[src/cpv_pkg.sv]
// ----------------------------------------------------------------------------
// cpv_pkg
// Shared types and constants for the vectoring CORDIC phase pipeline.
// ----------------------------------------------------------------------------
package cpv_pkg;

    localparam int IN_W  = 31;
    localparam int OUT_W = 14;
    localparam int XW    = 34;
    localparam int ACC_W = 17;

    localparam logic signed [OUT_W-1:0] OUT_MAX = 14'sd8191;
    localparam logic signed [OUT_W-1:0] OUT_MIN = -14'sd8192;

    localparam real INV_PI = 0.31830988618379067154;

    typedef struct packed {
        logic signed [XW-1:0]    x;
        logic signed [XW-1:0]    y;
        logic signed [ACC_W-1:0] acc;
    } vec_t;

    function automatic logic signed [ACC_W-1:0] step_angle(input int bits, input int k);
        real m;
        real a;
        m = (2.0 ** bits) - 1.0;
        if (k == 0)
        begin
            return ACC_W'((1 << (bits - 2)) - 1);
        end
        a = m * $atan(2.0 ** (-k)) * INV_PI;
        return ACC_W'($rtoi(a));
    endfunction

endpackage

[src/cordic_phase_vectoring.sv]
// ----------------------------------------------------------------------------
// cordic_phase_vectoring
// Phase of a signed I/Q pair, atan2(Q, I), in units of pi/(2^ANGLE_BITS-1).
// ----------------------------------------------------------------------------
// One beat in and one beat out per clock when the output side keeps up.
// A beat accepted at the input reaches a valid result at the output
// through ANGLE_BITS + 1 registers: a quarter-turn pre-rotation register,
// ANGLE_BITS - 1 unrolled shift-add micro-rotation stages, and an output
// register that negates and saturates the angle. Each stage advances when it
// is empty or the stage after it advances, so a stalled result holds the
// pipeline without dropping or repeating a beat.
module cordic_phase_vectoring #(
    parameter int ANGLE_BITS = 12
) (
    input  logic                                clk,
    input  logic                                rst_n,
    input  logic                                sample_valid,
    output logic                                sample_ready,
    input  logic signed [cpv_pkg::IN_W-1:0]     in_phase,
    input  logic signed [cpv_pkg::IN_W-1:0]     quadrature,
    output logic                                phase_valid,
    input  logic                                phase_ready,
    output logic signed [cpv_pkg::OUT_W-1:0]    phase_angle
);
    import cpv_pkg::*;

    localparam int NITER = ANGLE_BITS - 1;
    localparam logic signed [ACC_W-1:0] HALF = ACC_W'((1 << (ANGLE_BITS - 1)) - 1);

    vec_t                    vec_s [0:NITER];
    logic                    vld_s [0:NITER];
    logic                    adv   [0:NITER];
    logic                    adv_out;

    logic signed [XW-1:0]    i_ext;
    logic signed [XW-1:0]    q_ext;
    vec_t                    pre_next;
    vec_t                    pre_reg;
    logic                    pre_vld_reg;

    logic signed [ACC_W-1:0] neg_acc;
    logic signed [OUT_W-1:0] phase_next;
    logic signed [OUT_W-1:0] phase_reg;
    logic                    phase_vld_reg;

    assign adv_out = !phase_vld_reg || phase_ready;
    assign adv[NITER] = !vld_s[NITER] || adv_out;

    for (genvar s = 0; s < NITER; s++)
    begin : g_adv
        assign adv[s] = !vld_s[s] || adv[s+1];
    end

    assign sample_ready = adv[0];

    always_comb
    begin
        i_ext = XW'(in_phase);
        q_ext = XW'(quadrature);
        pre_next.x   = i_ext;
        pre_next.y   = q_ext;
        pre_next.acc = '0;
        if (i_ext[XW-1])
        begin
            if (!q_ext[XW-1] && (q_ext != '0))
            begin
                pre_next.x   = q_ext;
                pre_next.y   = -i_ext;
                pre_next.acc = -HALF;
            end
            else
            begin
                pre_next.x   = -q_ext;
                pre_next.y   = i_ext;
                pre_next.acc = HALF;
            end
        end
    end

    always_ff @(posedge clk or negedge rst_n)
    begin
        if (!rst_n)
        begin
            pre_vld_reg <= 1'b0;
        end
        else if (adv[0])
        begin
            pre_vld_reg <= sample_valid;
        end
    end

    always_ff @(posedge clk)
    begin
        if (adv[0])
        begin
            pre_reg <= pre_next;
        end
    end

    assign vld_s[0] = pre_vld_reg;
    assign vec_s[0] = pre_reg;

    for (genvar k = 0; k < NITER; k++)
    begin : g_stage
        cpv_stage #(
            .SHIFT (k),
            .ANGLE (step_angle(ANGLE_BITS, k))
        ) u_stage (
            .clk     (clk),
            .rst_n   (rst_n),
            .en      (adv[k+1]),
            .vld_in  (vld_s[k]),
            .vec_in  (vec_s[k]),
            .vld_out (vld_s[k+1]),
            .vec_out (vec_s[k+1])
        );
    end

    always_comb
    begin
        neg_acc = -vec_s[NITER].acc;
        if (neg_acc > ACC_W'(OUT_MAX))
        begin
            phase_next = OUT_MAX;
        end
        else if (neg_acc < ACC_W'(OUT_MIN))
        begin
            phase_next = OUT_MIN;
        end
        else
        begin
            phase_next = neg_acc[OUT_W-1:0];
        end
    end

    always_ff @(posedge clk or negedge rst_n)
    begin
        if (!rst_n)
        begin
            phase_vld_reg <= 1'b0;
        end
        else if (adv_out)
        begin
            phase_vld_reg <= vld_s[NITER];
        end
    end

    always_ff @(posedge clk)
    begin
        if (adv_out)
        begin
            phase_reg <= phase_next;
        end
    end

    assign phase_valid = phase_vld_reg;
    assign phase_angle = phase_reg;

endmodule

[src/cpv_stage.sv]
// ----------------------------------------------------------------------------
// cpv_stage
// One registered vectoring micro-rotation, steered by the sign of y.
// ----------------------------------------------------------------------------
module cpv_stage #(
    parameter int                          SHIFT = 0,
    parameter logic signed [cpv_pkg::ACC_W-1:0] ANGLE = '0
) (
    input  logic          clk,
    input  logic          rst_n,
    input  logic          en,
    input  logic          vld_in,
    input  cpv_pkg::vec_t vec_in,
    output logic          vld_out,
    output cpv_pkg::vec_t vec_out
);
    import cpv_pkg::*;

    logic signed [XW-1:0] xs;
    logic signed [XW-1:0] ys;
    vec_t                 vec_next;
    vec_t                 vec_reg;
    logic                 vld_reg;

    always_comb
    begin
        xs = vec_in.x >>> SHIFT;
        ys = vec_in.y >>> SHIFT;
        if (!vec_in.y[XW-1])
        begin
            vec_next.x   = vec_in.x + ys;
            vec_next.y   = vec_in.y - xs;
            vec_next.acc = vec_in.acc - ANGLE;
        end
        else
        begin
            vec_next.x   = vec_in.x - ys;
            vec_next.y   = vec_in.y + xs;
            vec_next.acc = vec_in.acc + ANGLE;
        end
    end

    always_ff @(posedge clk or negedge rst_n)
    begin
        if (!rst_n)
        begin
            vld_reg <= 1'b0;
        end
        else if (en)
        begin
            vld_reg <= vld_in;
        end
    end

    always_ff @(posedge clk)
    begin
        if (en)
        begin
            vec_reg <= vec_next;
        end
    end

    assign vld_out = vld_reg;
    assign vec_out = vec_reg;

endmodule

[config.mk]
export PLATFORM = sky130hd
export DESIGN_NAME = cordic_phase_vectoring
export DESIGN_NICKNAME = d
export VERILOG_FILES = /design/src/cpv_pkg.sv /design/src/cordic_phase_vectoring.sv /design/src/cpv_stage.sv
export SDC_FILE = /design/constraint.sdc
export NUM_CORES = 2
export LEC_CHECK = 0
export BUFFER_PORTS_ARGS = -buffer_cell sky130_fd_sc_hd__buf_2
export CAP_MARGIN = 20
export CELL_PAD_IN_SITES_DETAIL_PLACEMENT = 2
export CELL_PAD_IN_SITES_GLOBAL_PLACEMENT = 2
export CORE_MARGIN = 2
export CORE_UTILIZATION = 30
export DETAILED_ROUTE_END_ITERATION = 12
export PLACE_DENSITY_LB_ADDON = 0.1
export SKIP_CTS_REPAIR_TIMING = 1
export SYNTH_ARGS = -nofsm -noshare
export SYNTH_HDL_FRONTEND = slang
export SYNTH_SLANG_ARGS = --single-unit
export TNS_END_PERCENT = 100
[constraint.sdc]
create_clock -name clk -period 12.8 [get_ports clk]
set_input_delay 1.92 -clock clk [delete_from_list [all_inputs] [get_ports clk]]
set_output_delay 1.92 -clock clk [all_outputs]
set_load 0.005 [all_outputs]
==> out/results.ini <==
[timing]
setup-tns-final_ps = 0
final-hold-violation-count = 0
max-slew-margin-rel_pct = 22.82
setup_viol = 0
min_period_over_period_pct = 56.20
worstMarginPinSlew_ps = 1142
max_freq_mhz = 139.0
final.setup_skew_ps = 63.82
rsz0062_at_grt = no
period_needed_ps = 7194
drv_slew = 0

[place]
dp_hpwl_um = 207100
port_buffers = 81
gp_congestion = 0.8146

[floorplanning]
die_y_um = 511.2
start_util_pct = 30.12
die_w_um = 511.2
fp.dieArea_um2 = 261300
core-area_um2 = 256200
num_rows = 186
ioPinCount = 82

[yosys]
seq_area_frac_synth_pct = 34.27
ys.warnings.count = 0
synthDistinctLibCells = 97
syn_inst = 8356
synth_edf_count = 870
syn_nets = 9279
synth_largest_area_cell = edfxtp_1
netlist_area_um2 = 77180
async_reset_ff_share_pct = 1.472
synth-seq-cells = 883
synth_area_per_cell_um2 = 9.236
synth_area_leaders = edfxtp_1 (34%), ha_1 (13%), xnor2_1 (8.8%)
netlist.area_leader.share_pct = 33.85
synthFlopType = edfxtp_1

[layout]
multiInputGateArea_um2 = 48370
regArea_um2 = 26450
num-fill-cells = 28390
drive_above_1_share_pct = 5.052
final_nets = 9335
area_growth_pct = 10.89
final_common_cell = a21oi_1
layout_common_cells = a21oi_1 (972), edfxtp_1 (870), nor2_1 (823), ha_1 (822), xnor2_1 (772)
largest_reg_flops = 785

[cts]
htree_levels = 3
cts_tree = done
clock_latency_ps = 800
clk_pin_slew_ps = 60
root_buffer = clkbuf_16
cts.path.max_buffers = 3
cts_made_buffers = 113
clkSinkCount = 883

[critical_path]
startpoint_type = input pin
setup.worst_path.class = in -> out
required_ps = 10880
worstSetupEndpointType = primary output
arrival_ps = 5270
crit_fanout = 30

[routing]
vias = 62590
ant_nets = 0
detail_route.wl_per_cell_um = 21.27
drt-vias-per-instance = 5.261
wirelength_um = 253100
drt_iter0_markers = 2341
drc = 0
dr.pass1.iters = 5

[grt]
grt_overflow = 0
grt_antenna_before_repair = 2
grt_pass1_vias = 68720
grt_pass1_wl_um = 400200
groute.usage.overall_pct = 18.94
grt_max_degree = 90

[flow_run]
max_cap_viol_count = 0

[hold_path]
hp-class = reg -> reg

[run_status]
outcome = completed

final timing paths:
kind | startpoint | to | slack [ps] | depth (start not counted)
worst min register to register | g_stage[0].u_stage.vec_out[1] | g_stage[1].u_stage.vec_out[1] | 420 | 0
max in group asynchronous | rst_n | g_stage[0].u_stage.vld_out | 11530 | 1
worst max register to register | g_stage[2].u_stage.vec_out[23] | g_stage[3].u_stage.vec_out[82] | 6940 | 16
min in group asynchronous | rst_n | g_stage[2].u_stage.vld_out | 1030 | 1
worst min-delay path | g_stage[0].u_stage.vec_out[1] | g_stage[1].u_stage.vec_out[1] | 420 | 0
worst max-delay path | phase_ready | sample_ready | 5610 | 9
worst max-delay path: stages:
cell	delay, ps
buf_2	100
nor2b_1	270
nand2_1	580
nor2_1	680
nand2_4	380
nor2_1	330
and2_1	350
nand4_1	350
buf_2	290
metrics by stage:
stage / hold WS [ps] / util (%) / instances / worst slack, ps / area [um2]
after floorplan: 400.3 / - / 8356 / 3758 / 77180
after global placement: 401.0 / 31.79 / 11670 / 5644 / 81460
after detailed placement: 406.2 / 31.79 / 11670 / 5433 / 81460
after CTS: 421.9 / 33.35 / 11890 / 5430 / 85460
after global routing: 438.0 / 33.40 / 11900 / 5140 / 85590
final: 421.1 / 33.40 / 11900 / 5606 / 85590
per-layer routing:
metal | routed length (um) | track usage (%) | share of wire [%] | vias up
met5 | 0 | 0 | 0 | -
met4 | 4730 | 3.624 | 1.9 | 0
met3 | 3797 | 1.581 | 1.5 | 227
met2 | 136200 | 37.13 | 54 | 355
met1 | 108300 | 22.18 | 43 | 31420
li1 | - | - | - | 30600
layout make-up:
cell class              count  share of cell area [%]
flip-flops and latches    883                   30.90
diodes                      1                0.002924
multi-input cells        6836                   56.51
well taps                3384                   4.947
clock inverters            81                   1.190
inverters                 441                   1.938
clock buffers             134                   3.481
repair buffers            137                   1.026
kinds of logic after synthesis:
logic type	Yosys count	synth area share, %
xor gates and xnor gates	1198	13.60
AOI/OAI and AO/OA	2441	19.76
other	1	0.004859
DFF	883	34.27
and+or+nand+nor	2289	14.34
buffers and inverters	637	3.114
adders and majority gates	857	14.23
muxes	50	0.6874
synth_stat cells (21+ instances only):
cell type    n
and3_1      74
a211oi_1    58
mux2_2      24
nor2b_1    119
mux2i_1     26
edfxtp_1   870
nor3b_1     25
clkbuf_1   175
inv_1      435
o21bai_1   106
or3_1       50
o21ai_0    378
a31oi_1    105
o41ai_1     41
fa_1        35
a221oi_1    23
a31o_2      21
nand4_1     79
o31ai_1     40
a21o_1     361
a21oi_1    972
xnor2_1    772
or2_2       22
and2_1      61
nor3_1     242
nand2b_1   129
nor4_1      72
nor2_1     823
nand3_1    139
o211ai_1    31
xor2_1     426
o21a_1      89
a21boi_0    25
nand2_1    376
ha_1       822
a211o_1     25
Power is not shown: default switching activity piles up to over one toggle a cycle in this logic, so the estimate is an artifact.
